<file path="config.mk">
export PLATFORM = sky130hd
export DESIGN_NAME = windowed_average_with_stability_core
export DESIGN_NICKNAME = d
export VERILOG_FILES = /design/src/rtl/wavgs_pkg.sv /design/src/rtl/windowed_average_with_stability_core.sv
export SDC_FILE = /design/constraint.sdc
export NUM_CORES = 1
export LEC_CHECK = 0
export ABC_AREA = 0
export BUFFER_PORTS_ARGS = -buffer_cell sky130_fd_sc_hd__buf_4
export CELL_PAD_IN_SITES_DETAIL_PLACEMENT = 1
export CELL_PAD_IN_SITES_GLOBAL_PLACEMENT = 2
export CORE_MARGIN = 5
export CORE_UTILIZATION = 43
export DETAILED_ROUTE_END_ITERATION = 16
export PLACE_DENSITY_LB_ADDON = 0.15
export SYNTH_ARGS = -nofsm -noshare
export SYNTH_HDL_FRONTEND = slang
export SYNTH_SLANG_ARGS = --single-unit
</file>
<file path="constraint.sdc">
create_clock -name clk -period 6.79 [get_ports clk]
set_input_delay 0.679 -clock clk [delete_from_list [all_inputs] [get_ports clk]]
set_output_delay 0.679 -clock clk [all_outputs]
set_load 0.01 [all_outputs]
</file>
<file path="src/rtl/wavgs_pkg.sv">
// ----------------------------------------------------------------------------
// wavgs_pkg
// Shared widths and register map for the windowed average with stability core.
// ----------------------------------------------------------------------------
package wavgs_pkg;

  localparam int SAMPLE_W  = 16;
  localparam int DEV_W     = 16;
  localparam int ALLOW_W   = 5;
  localparam int APB_DW    = 32;
  localparam int APB_AW    = 4;
  localparam int REG_IDX_W = 2;
  localparam int OUT_DW    = 24;

  // register indexes, byte address = 4 * index
  localparam logic [REG_IDX_W-1:0] REG_REF_LEVEL  = 2'd0;
  localparam logic [REG_IDX_W-1:0] REG_DEVIATION  = 2'd1;
  localparam logic [REG_IDX_W-1:0] REG_OUTLIERS   = 2'd2;

  function automatic logic [SAMPLE_W:0] abs_diff(input logic signed [SAMPLE_W-1:0] a,
                                                 input logic signed [SAMPLE_W-1:0] b);
    logic signed [SAMPLE_W:0] d;
    d = {a[SAMPLE_W-1], a} - {b[SAMPLE_W-1], b};
    abs_diff = d[SAMPLE_W] ? -d : d;
  endfunction

endpackage

</file>
<file path="src/rtl/windowed_average_with_stability_core.sv">
// ----------------------------------------------------------------------------
// windowed_average_with_stability_core
// Each sample enters a circular window of WINDOW_LEN entries; the block
// returns the mean of the held samples (sum over fill count until the window
// is full, over WINDOW_LEN after), truncated toward zero, with a full flag and
// a stable flag (full, and no more than allowed_outliers entries whose
// |sample - reference_level| exceeded allowed_deviation when written). One
// sample is taken at a time: it passes through the UPDATE, DIVIDE and FINISH
// states, where a restoring divider produces the MAG_W-bit quotient (MAG_W =
// 15 + number of bits to hold WINDOW_LEN) one quotient bit per cycle; FINISH
// waits while the output is stalled, and the next sample is taken once the
// result is registered and the block is back in IDLE. A finished result sits
// in the output register while the next sample is accepted. No clearing pass
// is needed after reset. The user must write configuration through the APB
// port only while the block is idle; the block itself does not enforce this.
// ----------------------------------------------------------------------------
module windowed_average_with_stability_core
  import wavgs_pkg::*;
#(
  parameter int WINDOW_LEN = 16
) (
  input  logic                clk,
  input  logic                rst,
  // APB configuration
  input  logic                psel,
  input  logic                penable,
  input  logic                pwrite,
  input  logic [APB_AW-1:0]   paddr,
  input  logic [APB_DW-1:0]   pwdata,
  output logic [APB_DW-1:0]   prdata,
  output logic                pready,
  // input stream; s_tdata[15:0] = sample
  input  logic                s_tvalid,
  output logic                s_tready,
  input  logic [SAMPLE_W-1:0] s_tdata,
  // output stream; m_tdata[15:0] = mean_value, [16] = window_full,
  // [17] = window_stable, [23:18] = 0
  output logic                m_tvalid,
  input  logic                m_tready,
  output logic [OUT_DW-1:0]   m_tdata
);

  localparam int CNT_W  = $clog2(WINDOW_LEN + 1);
  localparam int IDX_W  = (WINDOW_LEN > 1) ? $clog2(WINDOW_LEN) : 1;
  localparam int SUM_W  = SAMPLE_W + CNT_W;
  localparam int MAG_W  = SUM_W - 1;
  localparam int DCNT_W = $clog2(MAG_W);
  localparam int CMP_W  = (CNT_W > ALLOW_W) ? CNT_W : ALLOW_W;

  typedef enum logic [1:0] {IDLE, UPDATE, DIVIDE, FINISH} state_t;

  state_t state;

  // configuration
  logic signed [SAMPLE_W-1:0] reference_level;
  logic [DEV_W-1:0]           allowed_deviation;
  logic [ALLOW_W-1:0]         allowed_outliers;

  // window storage
  logic signed [SAMPLE_W-1:0] sample_store [WINDOW_LEN];
  logic                       outlier_marks [WINDOW_LEN];

  logic signed [SUM_W-1:0]    running_sum;
  logic [IDX_W-1:0]           write_slot;
  logic                       filled_once;
  logic [CNT_W-1:0]           outlier_count;

  // per-item working registers
  logic signed [SAMPLE_W-1:0] new_sample;
  logic                       new_mark;
  logic signed [SAMPLE_W-1:0] old_sample;
  logic                       old_mark;

  // divider
  logic [MAG_W-1:0]           quo;
  logic [CNT_W-1:0]           rem;
  logic [CNT_W-1:0]           divisor;
  logic                       neg;
  logic [DCNT_W-1:0]          div_cnt;

  logic                       cfg_wr;
  logic [REG_IDX_W-1:0]       reg_idx;
  logic                       in_acc;
  logic                       out_free;
  logic                       mark_calc;
  logic signed [SUM_W-1:0]    sum_next;
  logic [CNT_W-1:0]           count_next;
  logic [CNT_W:0]             rem_sh;
  logic [CNT_W:0]             rem_sub;
  logic                       ge;
  logic [SAMPLE_W-1:0]        mean_mag;
  logic [SAMPLE_W-1:0]        mean_val;
  logic                       stable;

  assign pready   = 1'b1;
  assign reg_idx  = paddr[APB_AW-1:2];
  assign cfg_wr   = psel && penable && pwrite && pready;
  assign s_tready = (state == IDLE);
  assign in_acc   = s_tvalid && s_tready;
  assign out_free = !m_tvalid || m_tready;

  assign mark_calc = abs_diff(s_tdata, reference_level) > {1'b0, allowed_deviation};

  always_comb begin
    sum_next = running_sum + {{(SUM_W-SAMPLE_W){new_sample[SAMPLE_W-1]}}, new_sample};
    count_next = outlier_count + CNT_W'(new_mark);
    if (filled_once) begin
      sum_next = sum_next - {{(SUM_W-SAMPLE_W){old_sample[SAMPLE_W-1]}}, old_sample};
      count_next = count_next - CNT_W'(old_mark);
    end
  end

  assign rem_sh  = {rem, quo[MAG_W-1]};
  assign rem_sub = rem_sh - {1'b0, divisor};
  assign ge      = rem_sh >= {1'b0, divisor};

  assign mean_mag = quo[SAMPLE_W-1:0];
  assign mean_val = neg ? -mean_mag : mean_mag;
  assign stable   = filled_once &&
                    (CMP_W'(outlier_count) <= CMP_W'(allowed_outliers));

  always_comb begin
    case (reg_idx)
      REG_REF_LEVEL: prdata = {{(APB_DW-SAMPLE_W){reference_level[SAMPLE_W-1]}},
                               reference_level};
      REG_DEVIATION: prdata = {{(APB_DW-DEV_W){1'b0}}, allowed_deviation};
      REG_OUTLIERS:  prdata = {{(APB_DW-ALLOW_W){1'b0}}, allowed_outliers};
      default:       prdata = '0;
    endcase
  end

  always_ff @(posedge clk) begin
    if (rst) begin
      reference_level   <= '0;
      allowed_deviation <= '0;
      allowed_outliers  <= '0;
    end else if (cfg_wr) begin
      case (reg_idx)
        REG_REF_LEVEL: reference_level   <= pwdata[SAMPLE_W-1:0];
        REG_DEVIATION: allowed_deviation <= pwdata[DEV_W-1:0];
        REG_OUTLIERS:  allowed_outliers  <= pwdata[ALLOW_W-1:0];
        default: ;
      endcase
    end
  end

  // window memory: read old entry on accept, overwrite it in UPDATE
  always_ff @(posedge clk) begin
    if (in_acc) begin
      old_sample <= sample_store[write_slot];
      old_mark   <= outlier_marks[write_slot];
    end
    if (state == UPDATE) begin
      sample_store[write_slot]  <= new_sample;
      outlier_marks[write_slot] <= new_mark;
    end
  end

  always_ff @(posedge clk) begin
    if (rst) begin
      state         <= IDLE;
      running_sum   <= '0;
      write_slot    <= '0;
      filled_once   <= 1'b0;
      outlier_count <= '0;
      m_tvalid      <= 1'b0;
      div_cnt       <= '0;
    end else begin
      if (state == FINISH && out_free) begin
        m_tvalid <= 1'b1;
      end else if (m_tready) begin
        m_tvalid <= 1'b0;
      end
      case (state)
        IDLE: begin
          if (in_acc) begin
            new_sample <= s_tdata;
            new_mark   <= mark_calc;
            state      <= UPDATE;
          end
        end
        UPDATE: begin
          running_sum   <= sum_next;
          outlier_count <= count_next;
          neg           <= sum_next[SUM_W-1];
          quo           <= sum_next[SUM_W-1] ? MAG_W'(-sum_next) : MAG_W'(sum_next);
          rem           <= '0;
          div_cnt       <= '0;
          if (write_slot == IDX_W'(WINDOW_LEN - 1)) begin
            write_slot  <= '0;
            filled_once <= 1'b1;
            divisor     <= CNT_W'(WINDOW_LEN);
          end else begin
            write_slot  <= write_slot + 1'b1;
            divisor     <= filled_once ? CNT_W'(WINDOW_LEN)
                                       : CNT_W'(write_slot) + 1'b1;
          end
          state <= DIVIDE;
        end
        DIVIDE: begin
          quo     <= {quo[MAG_W-2:0], ge};
          rem     <= ge ? rem_sub[CNT_W-1:0] : rem_sh[CNT_W-1:0];
          div_cnt <= div_cnt + 1'b1;
          if (div_cnt == DCNT_W'(MAG_W - 1)) begin
            state <= FINISH;
          end
        end
        FINISH: begin
          if (out_free) begin
            m_tdata  <= {{(OUT_DW-SAMPLE_W-2){1'b0}}, stable, filled_once, mean_val};
            state    <= IDLE;
          end
        end
        default: state <= IDLE;
      endcase
    end
  end

  // ------------------------------------------------------------------------
  // assertions
  // ------------------------------------------------------------------------
  a_count_bound: assert property (@(posedge clk) disable iff (rst)
    outlier_count <= CNT_W'(WINDOW_LEN))
    else $error("outlier count exceeds window length");

  a_count_fill: assert property (@(posedge clk) disable iff (rst)
    !filled_once |-> (outlier_count <= CNT_W'(write_slot)))
    else $error("outlier count exceeds fill level before window full");

  a_busy_after_accept: assert property (@(posedge clk) disable iff (rst)
    in_acc |=> !s_tready)
    else $error("input accepted while previous sample in progress");

  a_div_range: assert property (@(posedge clk) disable iff (rst)
    (state == DIVIDE) |-> (divisor != '0) && (div_cnt <= DCNT_W'(MAG_W - 1)))
    else $error("divider state out of range");

endmodule
</file>
== After elaboration in Yosys (flattened, before gate mapping) ==
Memories as Yosys holds them, arrays and structs flattened. A register that Yosys moved wholly into a read port is not among the register bits.
Index checks and enable logic that the tools add are counted.

* Register bits: 142
* Latch bits: 0
* Bits in writable memories: 272
* Memory bits (read-only): 0
* Input bits: 59
* Output and inout bits: 59
* Word-level logic and storage cells: 85
* Memories: 2

{| class="wikitable"
|+ Memory list
! memory !! depth !! width !! rd ports !! clocked after Yosys merged registers in !! write ports !! RTL line !! RTL
|-
| sample_store || 16 || 16 || 1 || 1 || 1 || windowed_average_with_stability_core.sv:60 || <nowiki>logic signed [SAMPLE_W-1:0] sample_store [WINDOW_LEN];</nowiki>
|-
| outlier_marks || 16 || 1 || 1 || 1 || 1 || windowed_average_with_stability_core.sv:61 || <nowiki>logic outlier_marks [WINDOW_LEN];</nowiki>
|}

* $add $sub $neg: 12
* $mul: 0
* Divide/modulo/power cells: 0
* $lt $le $gt $ge: 3
* Eq/ne operators: 10
* Shifts and indexed selects: 0
* Multiplexer cells: 19
* Bitwise gates (word level): 1
* Reduce and logical (&&, ||, !) cells: 21

{| class="wikitable"
|+ Operators with widths
! cell !! count
|-
| one-hot mux 32 bit (3 select lines) || 1
|-
| one-hot mux 20 bit (2 select lines) || 1
|-
| adder 21 bit || 1
|-
| two-way mux 21 bit || 1
|-
| subtractor 21 bit || 1
|-
| two-way mux 20 bit || 1
|-
| negator 20 bit || 1
|-
| one-hot mux 5 bit (2 select lines) || 2
|-
| greater-than comparator 17 x 16 -> 1 bit || 1
|-
| two-way mux 17 bit || 1
|-
| negator 17 bit || 1
|-
| subtractor 16 x 16 -> 17 bit || 1
|-
| two-way mux 16 bit || 1
|-
| negator 16 bit || 1
|-
| AND reduction 2 bit || 6
|-
| two-way mux 5 bit || 2
|-
| AND reduction 3 bit || 3
|-
| one-hot mux 2 bit (4 select lines) || 1
|-
| == test 2 bit, second input constant || 3
|-
| >= comparator 6 x 5 -> 1 bit || 1
|-
| two-way mux 2 bit || 3
|-
| adder 4 x 1 -> 5 bit, second input constant || 1
|-
| adder 5 x 1 -> 5 bit || 1
|-
| adder 5 x 1 -> 5 bit, second input constant || 1
|-
| other kinds (18) || 29
|}

== Logic depth before layout (Yosys ltp) ==
Gate-level depths: netlist of run 1.

* Depth after elaboration: 6
* Gate-level depth with buffers: 26
* Gate-level depth less buffers: 25

== Worst setup path before layout of run 1 ==
OpenSTA, ideal clock, no wires.

* Kind: flip-flop to flip-flop
* From: register new_sample[0]
* To: register quo[17] (data pin)
* Setup time: 260 ps
* Data arrival time: 4554 ps
* Required time: 6530 ps
* Setup slack: 1976 ps
* Cell stages (with the launch flop): 20
* Path buffers: 0
* Clock period less this slack: 4814 ps
* Cells stage by stage: edfxtp_1 -> ha_1 -> fa_1 -> a211oi_2 -> o21bai_1 -> a2111oi_2 -> a211oi_1 -> xor2_1 -> ha_1 -> nand2_1 -> nor2_1 -> o211a_1 -> or3_4 -> a31oi_4 -> o211ai_1 -> or3_4 -> nor3_4 -> a21oi_1 -> xnor2_1 -> mux2_2

* Longest elaborated chain between the ends: 6

{| class="wikitable"
|+ RTL lines
! element !! RTL line !! RTL
|-
| from (decl) || windowed_average_with_stability_core.sv:69 || <nowiki>logic signed [SAMPLE_W-1:0] new_sample;</nowiki>
|-
| from (signal assigned) || windowed_average_with_stability_core.sv:177 || <nowiki>new_sample <= s_tdata;</nowiki>
|-
| adder 21 bit (*) || windowed_average_with_stability_core.sv:105 || <nowiki>sum_next = running_sum + {{(SUM_W-SAMPLE_W){new_sample[SAMPLE_W-1]}}, new_sample};</nowiki>
|-
| subtractor 21 bit || windowed_average_with_stability_core.sv:108 || <nowiki>sum_next = sum_next - {{(SUM_W-SAMPLE_W){old_sample[SAMPLE_W-1]}}, old_sample};</nowiki>
|-
| two-way mux 21 bit (*) || windowed_average_with_stability_core.sv:107 || <nowiki>if (filled_once) begin</nowiki>
|-
| negator 20 bit || windowed_average_with_stability_core.sv:186 || <nowiki>quo <= sum_next[SUM_W-1] ? MAG_W'(-sum_next) : MAG_W'(sum_next);</nowiki>
|-
| two-way mux 20 bit (*) || windowed_average_with_stability_core.sv:186 ||
|-
| one-hot mux 20 bit (2 select lines) (*) || windowed_average_with_stability_core.sv:174 || <nowiki>case (state)</nowiki>
|-
| to (signal assigned) || windowed_average_with_stability_core.sv:186 ||
|-
| to (signal assigned) || windowed_average_with_stability_core.sv:201 || <nowiki>quo <= {quo[MAG_W-2:0], ge};</nowiki>
|-
| to (decl) || windowed_average_with_stability_core.sv:75 || <nowiki>logic [MAG_W-1:0] quo;</nowiki>
|}

Every way passes the cells marked *; elsewhere a longest branch is shown, timed or not.
A chain may end at the register's enable or synchronous reset.

== Worst setup path after layout of run 1 ==
Ends and elaborated chain as after synthesis.

==> results of run 1 <==
==> cell type report <==
type	count	area share
clock inverters	28	0.0111
inverters	92	0.0143
well taps	664	0.0344
clock buffers	59	0.0515
multi-input cells	1049	0.348
flip-flops and latches	431	0.505
repair buffers	117	0.0364
==> power by group through the flow <==
stage,sequential [mW],clock (mW),combinational [mW]
6_report,3.62,2.50,3.71
5_1_grt,3.66,2.69,4.15
4_1_cts,3.63,2.56,3.77
3_5_place_dp,3.68,0,3.75
3_3_place_gp,3.66,0,3.69
2_1_floorplan,3.50,0,2.90
==> metal layers <==
| metal | wire length [µm] | share of wire |
|---|---|---|
| met1 | 23200 | 0.44 |
| met5 | 0 | 0 |
| met2 | 26800 | 0.50 |
| met4 | 987 | 0.019 |
| met3 | 2240 | 0.042 |
==> state kept, by name (all words and copies together) (netlist names), 2 cells and up <==
name	cells
allowed_deviation	16
reference_level	16
quo	20
divisor	5
div_cnt	5
outlier_marks	16
new_sample	16
sample_store	256
m_tdata	18
old_sample	16
allowed_outliers	5
write_slot	4
rem	5
state	2
running_sum	21
outlier_count	5
==> cells by family (layout without fill, tap and decap cells) <==
logic type,after synthesis,count (layout)
flip-flops,431,431
other,2,7
AND/OR/NAND/NOR,418,418
AO/OA/AOI/OAI,288,288
adder cells (fa/ha/maj),102,102
XOR/XNOR,99,99
buffers and inverters,174,296
multiplexers,135,135
==> worst reg2reg max path: cells and delay by family, from the launching register on <==
kind,cells,cell delay (ns)
adders and majority gates,3,1.04
and+or+nand+nor,3,0.98
muxes,1,0.27
AOI/OAI and AO/OA,9,2.28
xor gates and xnor gates,2,0.27
DFF,1,0.67
==> synth_stat cells (8+ instances only) <==
cell / number
o21ai_1: 26
and2_1: 21
o21ai_0: 47
buf_4: 22
nor2b_1: 20
a211oi_1: 20
ha_1: 98
mux2i_1: 42
a21o_1: 15
mux4_2: 85
nand2b_1: 24
and3_1: 11
xor2_1: 39
nand2_1: 130
a31oi_1: 15
inv_1: 91
a21oi_1: 112
o31ai_1: 10
nor3_1: 23
edfxtp_1: 355
dfxtp_1: 76
clkbuf_1: 44
buf_1: 15
xnor2_1: 60
nor3b_1: 8
nor2_1: 122
nand3_1: 18
==> layout by cell type, fill, tap and decap left out, drive strengths merged, types with 5 or more instances in the layout <==
master,instances
clkinv,21
nor2,122
a31oi,16
o31ai,10
and3,11
mux2,7
o21ai,73
a21o,15
nand2b,24
and2,21
ha,98
o21a,7
o21bai,5
mux4,85
or4,5
or3,7
edfxtp,355
nand4,7
nand3,18
nor3b,8
inv,92
xnor2,60
dfxtp,76
nor2b,20
xor2,39
o211ai,7
a21oi,112
buf,117
nor3,24
nand2,130
mux2i,43
clkbuf,59
a211oi,21
conb,7
==> worst paths after layout <==
check,startpoint,end,slack [ns],depth (start not counted)
hold / removal,s_tdata[10],new_sample[10],0.29,1
hold reg to reg,reference_level[7],reference_level[7],0.47,2
setup / recovery,new_sample[0],quo[17],1.02,18
setup reg to reg,new_sample[0],quo[17],1.02,18
==> per-stage QoR <==
stage	worst slack (ns)	hold WS (ns)	instance area [µm²]	utilization	instances
final	1.02	0.290	24100	0.493	2440
after global routing	0.727	0.262	24100	0.493	2440
after CTS	1.09	0.258	24100	0.493	2440
after detailed placement	1.14	0.466	22600	0.462	2353
after global placement	1.23	0.460	22600	0.462	2353
after floorplan	1.98	0.418	21300	-	1654
==> summary.md, run 1 <==
| Metric | Value |
|---|---|
| Largest net degree at the start of global routing | `just under 80` |
| Effective utilization at floorplan | `0.435` |
| Area share of the leading cell type in the synthesized netlist | `0.501` |
| Grt peak-use layer | `met2` |
| Drt pass-1 iters | `5` |
| Detail Route Antenna Nets | `0` |
| Leak Pwr | `roughly 8.4 nW` |
| Remaining global-route overflow | `0` |
| Synth Flop Type | `edfxtp_1` |
| Pwr Density | `between 400 and 500 nW/µm²` |
| Final setup violation count | `0` |
| Post_cts resized | `0` |
| Post-Synth XOR/XNOR Area | `0.0407` |
| Worst path most repeated cell | `a21oi_1` |
| Diode count | `0` |
| Status | `finished clean` |
| Setup tns final | `0 ns` |
| Switching Power | `3.47 mW` |
| Reg clk slew, reported paths | `0.06 ns` |
| Sequential fraction of design power | `0.368` |
| Max Slew Vio Count | `0` |
| Skew-Pair Late Insertion Delay | `just under 0.6 ns` |
| TritonCTS clock tree | `yes` |
| Post-Syn Area | `between 20000 and 25000 µm²` |
| Share of layout cells above drive strength 1 | `0.169` |
| Synth Warn # | `0` |
| Worst EP required | `around 7.1 ns` |
| Worst Skew | `approximately 0.022 ns` |
| Dpl hpwl | `36500 µm` |
| Simple logic cell fraction of the synthesized area | `0.0945` |
| FF+latch area | `12200 µm²` |
| Initial antenna violation count | `0` |
| Period utilization | `0.850` |
| Die footprint | `54000 µm²` |
| Clock period minus worst slack | `between 5 and 6 ns` |
| Die W | `~230 µm` |
| Library cells used by synthesis | `between 70 and 80` |
| Vias in the first global route | `~14000` |
| TritonCTS Buffers | `47` |
| First-pass GRT wire length | `slightly above 80000 µm` |
| Logic pwr share | `0.378` |
| Clock Sinks | `between 400 and 500` |
| Worst min path class | `primary input to flip-flop` |
| CP top delay family | `compound AO/OA/AOI/OAI gates` |
| DR iter-0 viols | `around 860` |
| Compound-Gate Fraction of Synth Area | `0.0817` |
| Gr usage total | `0.197` |
| Synth area leaders | `edfxtp_1 (50%), mux4_2 (9.0%), dfxtp_1 (7.1%)` |
| Yosys top cell by area | `edfxtp_1` |
| Arrival time worst endpoint | `roughly 6.1 ns` |
| Startpoint Class | `flip-flop` |
| Chip Height | `roughly 230 µm` |
| CP Max Fanout | `17` |
| Avg WL per Cell | `21.8 µm` |
| Cells along the critical path | `ha_1 > fa_1 > a211oi_2 > o21bai_1 > a21oi_1 > xnor2_1 > ha_1 > a21o_1 > a21oi_1 > nor3b_1 > a2111oi_0 > a211oi_1 > o211ai_1 > or3_4 > nor3_4 > a21oi_1 > xnor2_1 > mux2_2` |
| Largest stage delay, worst path | `~0.67 ns` |
| Post-CTS Setup Bufs | `0` |
| RSZ-0062 raised after global routing | `no` |
| H-tree depth | `2` |
| Gpl congestion | `around 0.8` |
| Switch share | `0.353` |
| Multi-input logic area | `~8400 µm²` |
| Seq/Total Area, Yosys | `0.572` |
| CTS Buffer Depth | `3` |
| Relative slew slack | `0.204` |
| Layout fillers | `between 5000 and 6000` |
| Synthesized-area fraction occupied by adder cells | `0.0614` |
| Via density | `around 5.5` |
| Detailed-route DRC error count | `0` |
| Max cap viols | `0` |
| Tot Pwr | `between 9 and 10 mW` |
| Hold-fix buffers, CTS | `0` |
| Routed WL | `~53000 µm` |
| Slowest-stage cell, CP | `edfxtp_1` |
| Layout Nets | `1899` |
| GR Layer Usage met3 | `0.0333` |
| Critical path endpoint category | `flip-flop` |
| Top Ports | `~120` |
| Area Growth Syn to Fin | `13.5%` |
| Flops & latches, synth | `roughly 430` |
| Number of port buffers | `between 90 and 100` |
| EDFF count, synth | `about 360` |
| Slew @ Worst Pin | `around 1.2 ns` |
| Async set-reset flop share out of synthesis | `0` |
| Post-synthesis mux area share | `0.114` |
| GR Util met2 | `0.345` |
| Endpoints failing hold | `0` |
| Clock power frac | `0.254` |
| Power Internal | `6.36 mW` |
| Syn Area/Cell | `around 13 µm²` |
| WS Path Type | `flip-flop to flip-flop` |
| Largest family of logic cells by synthesized area | `multiplexers` |
| Vias | `roughly 13000` |
| Worst Path Buf+Inv | `0` |
| Mapped Cells | `1649` |
| Core region area | `49000 µm²` |
| Peak supply drop | `219 µV` |
| FP Rows | `81` |
| Met1 Use GR | `0.261` |
| Clock root buffer | `clkbuf_16` |
| Maximum clock rate | `173 MHz` |
(Power assumes the default switching activity.)
==> inputs of run 2 (changes only) <==
--- a/config.mk
+++ b/config.mk
@@ -10,7 +10,7 @@
 export CELL_PAD_IN_SITES_DETAIL_PLACEMENT = 1
 export CELL_PAD_IN_SITES_GLOBAL_PLACEMENT = 2
 export CORE_MARGIN = 5
-export CORE_UTILIZATION = 43
+export CORE_UTILIZATION = 39
 export DETAILED_ROUTE_END_ITERATION = 16
 export PLACE_DENSITY_LB_ADDON = 0.15
 export SYNTH_ARGS = -nofsm -noshare
==> constraint.sdc (replaced) <==
create_clock -name clk -period 4.8 [get_ports clk]
set_input_delay 0.48 -clock clk [delete_from_list [all_inputs] [get_ports clk]]
set_output_delay 0.48 -clock clk [all_outputs]
set_load 0.01 [all_outputs]
==> run 2 against run 1 <==
Effect of this change:
- the run now ends with negative setup slack left
- wire length grew 5.2%
- worst hold slack lost 0.21 ns
- clock power grew 42%
- maximum frequency grew 18%
- flip-flop and latch count is the same
- register-to-register slack lost 1.1 ns
- critical path depth grew 3
- combinational power grew 82%
- total power grew 56%
- critical path type unchanged
==> summary.md, run 2 (synthesized netlist as in run 1, its figures left out) <==
| Metric | Value |
|---|---|
| Status | `finished with violations (was finished clean)` |
| Failing checks | `negative setup slack` |
| Cells along the critical path | `ha_2 > fa_2 > a211oi_4 > o21bai_2 > a2111oi_4 > a211oi_2 > xor2_1 > ha_1 > nand2_2 > buf_6 > a21oi_2 > o31ai_1 > nand3_1 > xor2_2 > mux2_4 > or3_4 > nor3_4 > buf_4 > a41oi_2 > xor2_1 > o21ai_1 (was ha_1 > fa_1 > a211oi_2 > o21bai_1 > a21oi_1 > xnor2_1 > ha_1 > a21o_1 > a21oi_1 > nor3b_1 > a2111oi_0 > a211oi_1 > o211ai_1 > or3_4 > nor3_4 > a21oi_1 > xnor2_1 > mux2_2)` |
| Power Internal | `10.0 mW (was 6.36 mW)` |
| Die footprint | `59300 µm² (was 54000 µm²)` |
| Clock power frac | `0.231 (was 0.254)` |
| Skew-Pair Late Insertion Delay | `0.59 ns (about the same)` |
| Dpl hpwl | `38800 µm (was 36500 µm)` |
| Worst EP required | `5.11 ns (was 7.11 ns)` |
| Sequential fraction of design power | `0.329 (was 0.368)` |
| Number of port buffers | `92 (unchanged)` |
| Clock root buffer | `clkbuf_16 (unchanged)` |
| Slowest-stage cell, CP | `edfxtp_1 (unchanged)` |
| TritonCTS clock tree | `yes (unchanged)` |
| Maximum clock rate | `205 MHz (was 173 MHz)` |
| Worst setup margin | `-0.0895 ns (was 1.02 ns)` |
| Via density | `5.31 (was 5.45)` |
| Largest stage delay, worst path | `0.43 ns (was 0.67 ns)` |
| Top Ports | `118 (unchanged)` |
| Max reg flops | `256 (unchanged)` |
| H-tree depth | `2 (unchanged)` |
| Max cap viols | `0 (unchanged)` |
| Logic pwr share | `0.440 (was 0.378)` |
| FF+latch area | `12200 µm² (unchanged)` |
| Pwr Density | `601 nW/µm² (was 407 nW/µm²)` |
| CP top delay family | `compound AO/OA/AOI/OAI gates (unchanged)` |
| Area Growth Syn to Fin | `20.3% (was 13.5%)` |
| Relative slew slack | `0.226 (was 0.204)` |
| Worst min path class | `primary input to flip-flop (unchanged)` |
| Finished Layout Cells | `2609 (was 2440)` |
| Diode count | `0 (unchanged)` |
| Top Registers | `sample_store (256), running_sum (21), quo (20) (unchanged)` |
| Met1 Use GR | `0.241 (was 0.261)` |
| Clock period minus worst slack | `4.89 ns (was 5.77 ns)` |
| Remaining global-route overflow | `0 (unchanged)` |
| Switching Power | `5.36 mW (was 3.47 mW)` |
| Detail Route Antenna Nets | `0 (unchanged)` |
| Layout Nets | `2035 (was 1899)` |
| GR Layer Usage met3 | `0.0292 (was 0.0333)` |
| Share of layout cells above drive strength 1 | `0.255 (was 0.169)` |
| Worst Path Buf+Inv | `2 (was 0)` |
| Reg clk slew, reported paths | `0.06 ns (about the same)` |
| Gr usage total | `0.186 (was 0.197)` |
| DR iter-0 viols | `752 (was 864)` |
| Final setup violation count | `5 (was 0)` |
| CP startpoint | `new_sample[0] (unchanged)` |
| Worst Skew | `0.0186 ns (was 0.0217 ns)` |
| WS Path Type | `flip-flop to flip-flop (unchanged)` |
| Multi-input logic area | `8720 µm² (was 8400 µm²)` |
| Worst path most repeated cell | `xor2_1 (was a21oi_1)` |
| Detailed-route DRC error count | `0 (unchanged)` |
| FP Rows | `85 (was 81)` |
| Max Slew Vio Count | `0 (unchanged)` |
| GR Util met2 | `0.332 (was 0.345)` |
| Worst r2r src | `new_sample[0] (unchanged)` |
| Most frequent cells in the layout | `edfxtp_1 (355), buf_4 (249), nand2_1 (129), nor2_1 (121), a21oi_1 (97) (was edfxtp_1 (355), nand2_1 (130), nor2_1 (122), buf_4 (117), a21oi_1 (112))` |
| Vias | `13900 (was 13300)` |
| Leak Pwr | `9.17 nW (was 8.39 nW)` |
| Grt peak-use layer | `met2 (unchanged)` |
| CTS Buffer Depth | `3 (unchanged)` |
| Core region area | `53900 µm² (was 49000 µm²)` |
| Die W | `244 µm (was 232 µm)` |
| Hold Startpoint | `s_tdata[2] (was s_tdata[10])` |
| Clock Sinks | `431 (unchanged)` |
| Peak supply drop | `298 µV (was 219 µV)` |
| CP Max Fanout | `5 (was 17)` |
| Routed WL | `56000 µm (was 53200 µm)` |
| Startpoint Class | `flip-flop (unchanged)` |
| RSZ-0062 raised after global routing | `yes (was no)` |
| Top reg by flops | `sample_store (unchanged)` |
| Tot Pwr | `15.4 mW (was 9.83 mW)` |
| Gpl congestion | `0.816 (was 0.785)` |
| Effective utilization at floorplan | `0.395 (was 0.435)` |
| Initial antenna violation count | `0 (unchanged)` |
| Placed instance count | `2506 (was 2353)` |
| Most common cell after layout, fill and taps aside | `edfxtp_1 (unchanged)` |
| Largest net degree at the start of global routing | `79 (unchanged)` |
| First-pass GRT wire length | `86100 µm (was 82200 µm)` |
| TritonCTS Buffers | `47 (unchanged)` |
| Layout fillers | `5572 (was 5008)` |
| Avg WL per Cell | `21.5 µm (was 21.8 µm)` |
| Chip Height | `244 µm (was 232 µm)` |
| Drt pass-1 iters | `5 (unchanged)` |
| Worst slack, placed | `-0.288 ns (was 1.14 ns)` |
| Slew @ Worst Pin | `1.15 ns (was 1.19 ns)` |
| Endpoints failing hold | `0 (unchanged)` |
| Switch share | `0.349 (was 0.353)` |
| Vias in the first global route | `14800 (was 13900)` |
| Period utilization | `1.02 (was 0.850)` |
| Arrival time worst endpoint | `5.20 ns (was 6.09 ns)` |
| Critical path endpoint category | `flip-flop (unchanged)` |
-- run 2: changes by cell type in the layout (fill, tap and decap cells not counted), sizes merged --
cell / previous run / this run
clkinv: 21 / 28
clkinvlp: 4 / 2
clkbuf: 59 / 55
buf: 117 / 253
-- run 2: worst paths after layout --
check                         end  depth (start not counted)  slack, ns
max                       quo[19]                         21      -0.09
min                 new_sample[2]                          1       0.08
max reg2reg               quo[19]                         21      -0.09
min reg2reg  allowed_deviation[8]                          2       0.47
-- run 2: power by group through the flow --
stage	Combinational [mW]	Clock (mW)	Sequential (mW)
floorplan	4.10	0	4.95
CTS	6.48	3.65	5.06
global placement	6.14	0	5.12
detailed placement	6.30	0	5.13
finish	6.76	3.55	5.06
global route	7.46	3.82	5.11
-- run 2: repair_timing --
action                                 in CTS  in global routing
hold buffers                                0                  0
endpoints found under the hold margin       0                  0
cloned                                      0                  0
setup endpoints to repair                  19                 21
pin swaps                                  14                 18
gates resized for setup                    17                 44
setup buffers                               7                  8
-- run 2: final cells by class --
cell class | count | share of cell area
clock buffers | 55 | 0.0487
clock inverters | 33 | 0.0108
inverters | 92 | 0.0135
multi-input cells | 1049 | 0.341
flip-flops and latches | 431 | 0.476
well taps | 696 | 0.0340
repair buffers | 253 | 0.0758
-- run 2: layer usage --
layer	wire, µm	part of all wire	vias to the layer above
met3	2210	0.040	64
met4	894	0.016	0
met1	24000	0.43	7014
li1	-	-	6561
met5	0	0	-
met2	28900	0.52	222
-- run 2: through the flow --
| step | util | TNS (ns) | hold WS, ns | area, µm² |
|---|---|---|---|---|
| floorplan | - | 0 | 0.418 | 21300 |
| global placement | 0.438 | -1.56 | 0.459 | 23600 |
| detailed placement | 0.438 | -2.34 | 0.470 | 23600 |
| CTS | 0.469 | -0.0922 | 0.0429 | 25300 |
| global route | 0.475 | -3.15 | 0.0545 | 25600 |
| finish | 0.475 | -0.221 | 0.0842 | 25600 |
==> inputs of run 3 (changes only) <==
--- a/config.mk
+++ b/config.mk
@@ -12,7 +12,7 @@
 export CORE_MARGIN = 5
 export CORE_UTILIZATION = 39
 export DETAILED_ROUTE_END_ITERATION = 16
-export PLACE_DENSITY_LB_ADDON = 0.15
+export PLACE_DENSITY = 0.87
 export SYNTH_ARGS = -nofsm -noshare
 export SYNTH_HDL_FRONTEND = slang
 export SYNTH_SLANG_ARGS = --single-unit
==> run 3 against run 2 <==
Effect of this change:
- the flow still finishes with violations (negative setup slack)
- maximum frequency fell by 0.23%
- cell count shrank 1.1%
- cell area down 1.1%
- wire length increased by 2.3%
- sequential share of layout area increased by 0.53 points
- combinational power is 4.4% lower
- critical endpoint is now quo[17]
- sequential power fell by 0.8%
- critical path type unchanged
- non-clock buffer count is 26 lower
- die area did not move
- clock power grew 4%
- worst hold slack lost 0.0034 ns
==> summary.md, run 3 (synthesized netlist as in run 1, its figures left out) <==
| Metric | Value |
|---|---|
| Status | `finished with violations (unchanged)` |
| Failing checks | `negative setup slack (unchanged)` |
| Gr usage total | `0.187 (was 0.186)` |
| Most common cell after layout, fill and taps aside | `edfxtp_1 (unchanged)` |
| WS Path Type | `flip-flop to flip-flop (unchanged)` |
| Worst Skew | `0.0433 ns (was 0.0186 ns)` |
| Layout Nets | `2008 (was 2035)` |
| Number of port buffers | `92 (unchanged)` |
| Worst min path class | `primary input to flip-flop (unchanged)` |
| First-pass GRT wire length | `87400 µm (was 86100 µm)` |
| H-tree depth | `2 (unchanged)` |
| Maximum clock rate | `204 MHz (was 205 MHz)` |
| Clock Sinks | `431 (unchanged)` |
| Worst r2r src | `new_sample[0] (unchanged)` |
| Reg2Reg Depth | `19 (was 21)` |
| Layout fillers | `5539 (was 5572)` |
| Core region area | `53900 µm² (unchanged)` |
| Worst r2r dst | `quo[17] (was quo[19])` |
| Top reg by flops | `sample_store (unchanged)` |
| Initial antenna violation count | `0 (unchanged)` |
| CTS Buffer Depth | `3 (unchanged)` |
| Gpl congestion | `0.853 (was 0.816)` |
| Hold-critical path depth | `1 (unchanged)` |
| Detailed-route DRC error count | `0 (unchanged)` |
| Peak supply drop | `286 µV (was 298 µV)` |
| Top Ports | `118 (unchanged)` |
| Worst setup margin | `-0.101 ns (was -0.0895 ns)` |
| Die footprint | `59300 µm² (unchanged)` |
| Die W | `244 µm (unchanged)` |
| DR iter-0 viols | `826 (was 752)` |
| Remaining global-route overflow | `0 (unchanged)` |
| Via density | `5.46 (was 5.31)` |
| Placed instance count | `2477 (was 2506)` |
| Most frequent cells in the layout | `edfxtp_1 (355), buf_4 (223), nand2_1 (129), nor2_1 (117), a21oi_1 (102) (was edfxtp_1 (355), buf_4 (249), nand2_1 (129), nor2_1 (121), a21oi_1 (97))` |
| Clock period minus worst slack | `4.90 ns (was 4.89 ns)` |
| Drt pass-1 iters | `4 (was 5)` |
| Detail Route Antenna Nets | `0 (unchanged)` |
| Critical path endpoint category | `flip-flop (unchanged)` |
| Worst EP required | `5.13 ns (was 5.11 ns)` |
| FF+latch area | `12200 µm² (about the same)` |
| TritonCTS clock tree | `yes (unchanged)` |
| RSZ-0062 raised after global routing | `yes (unchanged)` |
| Multi-input logic area | `8590 µm² (was 8720 µm²)` |
| Max Slew Vio Count | `0 (unchanged)` |
| Effective utilization at floorplan | `0.395 (unchanged)` |
| FP Rows | `85 (unchanged)` |
| Pwr Density | `600 nW/µm² (was 601 nW/µm²)` |
| Hold Startpoint | `s_tdata[11] (was s_tdata[2])` |
| Top Registers | `sample_store (256), running_sum (21), quo (20) (unchanged)` |
| Diode count | `0 (unchanged)` |
| Slew @ Worst Pin | `1.30 ns (was 1.15 ns)` |
| Max reg flops | `256 (unchanged)` |
| Routed WL | `57300 µm (was 56000 µm)` |
| Final setup violation count | `3 (was 5)` |
| Period utilization | `1.02 (about the same)` |
| Leak Pwr | `9.02 nW (was 9.17 nW)` |
| Avg WL per Cell | `22.2 µm (was 21.5 µm)` |
| Chip Height | `244 µm (unchanged)` |
| Vias in the first global route | `15100 (was 14800)` |
| Finished Layout Cells | `2580 (was 2609)` |
| Max cap viols | `0 (unchanged)` |
| Arrival time worst endpoint | `5.23 ns (was 5.20 ns)` |
| Startpoint Class | `flip-flop (unchanged)` |
| TritonCTS Buffers | `46 (was 47)` |
| CP startpoint | `new_sample[0] (unchanged)` |
| Area Growth Syn to Fin | `18.9% (was 20.3%)` |
| Endpoints failing hold | `0 (unchanged)` |
| Share of layout cells above drive strength 1 | `0.242 (was 0.255)` |
| Largest net degree at the start of global routing | `79 (unchanged)` |
| Hold Slack | `0.0808 ns (was 0.0842 ns)` |
| Tot Pwr | `15.2 mW (was 15.4 mW)` |
| Worst slack, placed | `-0.242 ns (was -0.288 ns)` |
| Relative slew slack | `0.130 (was 0.226)` |
| Clock root buffer | `clkbuf_16 (unchanged)` |
| Reg2reg setup slack | `-0.10 ns (was -0.09 ns)` |
| Dpl hpwl | `39100 µm (was 38800 µm)` |
| Skew-Pair Late Insertion Delay | `0.60 ns (was 0.59 ns)` |
| CP Max Fanout | `4 (was 5)` |
| Reg clk slew, reported paths | `0.06 ns (about the same)` |
| Vias | `14100 (was 13900)` |
| Hold Path End | `new_sample[11] (was new_sample[2])` |
[run 3: cell types whose count changed in the layout (fill, tap and decap cells not counted), sizes merged]
cell | before | now
buf | 253 | 227
clkinv | 28 | 21
bufinv | 3 | 6
inv | 92 | 95
clkbuf | 55 | 53
[run 3: stage by stage]
stage,util,TNS [ns],cell area [µm²]
floorplan,-,0,21300
global placement,0.434,-1.12,23400
detailed placement,0.434,-1.91,23400
CTS,0.465,-0.252,25100
global route,0.469,-1.76,25300
finish,0.469,-0.222,25300
[run 3: layout make-up]
type,count,share of cell area
inverter,92,0.0136
tap,696,0.0344
timing repair buffer,227,0.0686
multi-input combinational,1049,0.339
clock buffer,53,0.0482
sequential,431,0.482
clock inverter,32,0.0143
[run 3: worst max-delay path: stages (launching register included)]
cell	delay [ns]
edfxtp_1	0.45
ha_2	0.23
fa_2	0.38
a211oi_4	0.25
o211ai_1	0.19
buf_4	0.19
a32o_1	0.23
a21oi_1	0.14
ha_1	0.28
a21oi_2	0.22
nand2b_1	0.09
o31ai_1	0.25
nand3_1	0.16
xor2_2	0.20
mux2_4	0.28
or3_4	0.40
nor3_4	0.18
a21oi_1	0.12
xnor2_1	0.13
mux2_2	0.25
[run 3: power by group]
group	leakage [nW]	switching, mW	internal [mW]
Clock	0.776	1.54	2.17
Sequential	3.84	0.337	4.69
Combinational	4.41	3.39	3.07
[run 3: worst max path at each step]
stage                          to  slack (ns)  depth (start not counted)
after global placement    quo[17]       -0.18                         19
after global routing      quo[17]       -0.30                         19
after floorplan           quo[17]        0.02                         19
after CTS                 quo[17]       -0.11                         20
after detailed placement  quo[17]       -0.24                         19
final                     quo[17]       -0.10                         19
[run 3: layer usage]
layer / GRT usage / routed length [µm] / vias up
met5: 0 / 0 / -
met4: 0.0415 / 999 / 0
met3: 0.0404 / 3300 / 67
met2: 0.340 / 30100 / 335
met1: 0.229 / 22900 / 7198
li1: - / - / 6499
[run 3: what timing repair did]
action,in CTS,in global routing
pin swaps,13,20
gates resized for setup,10,39
buffers inserted,6,12
endpoints found under the hold margin,0,0
endpoints found under the setup margin,19,21
hold buffers,0,0
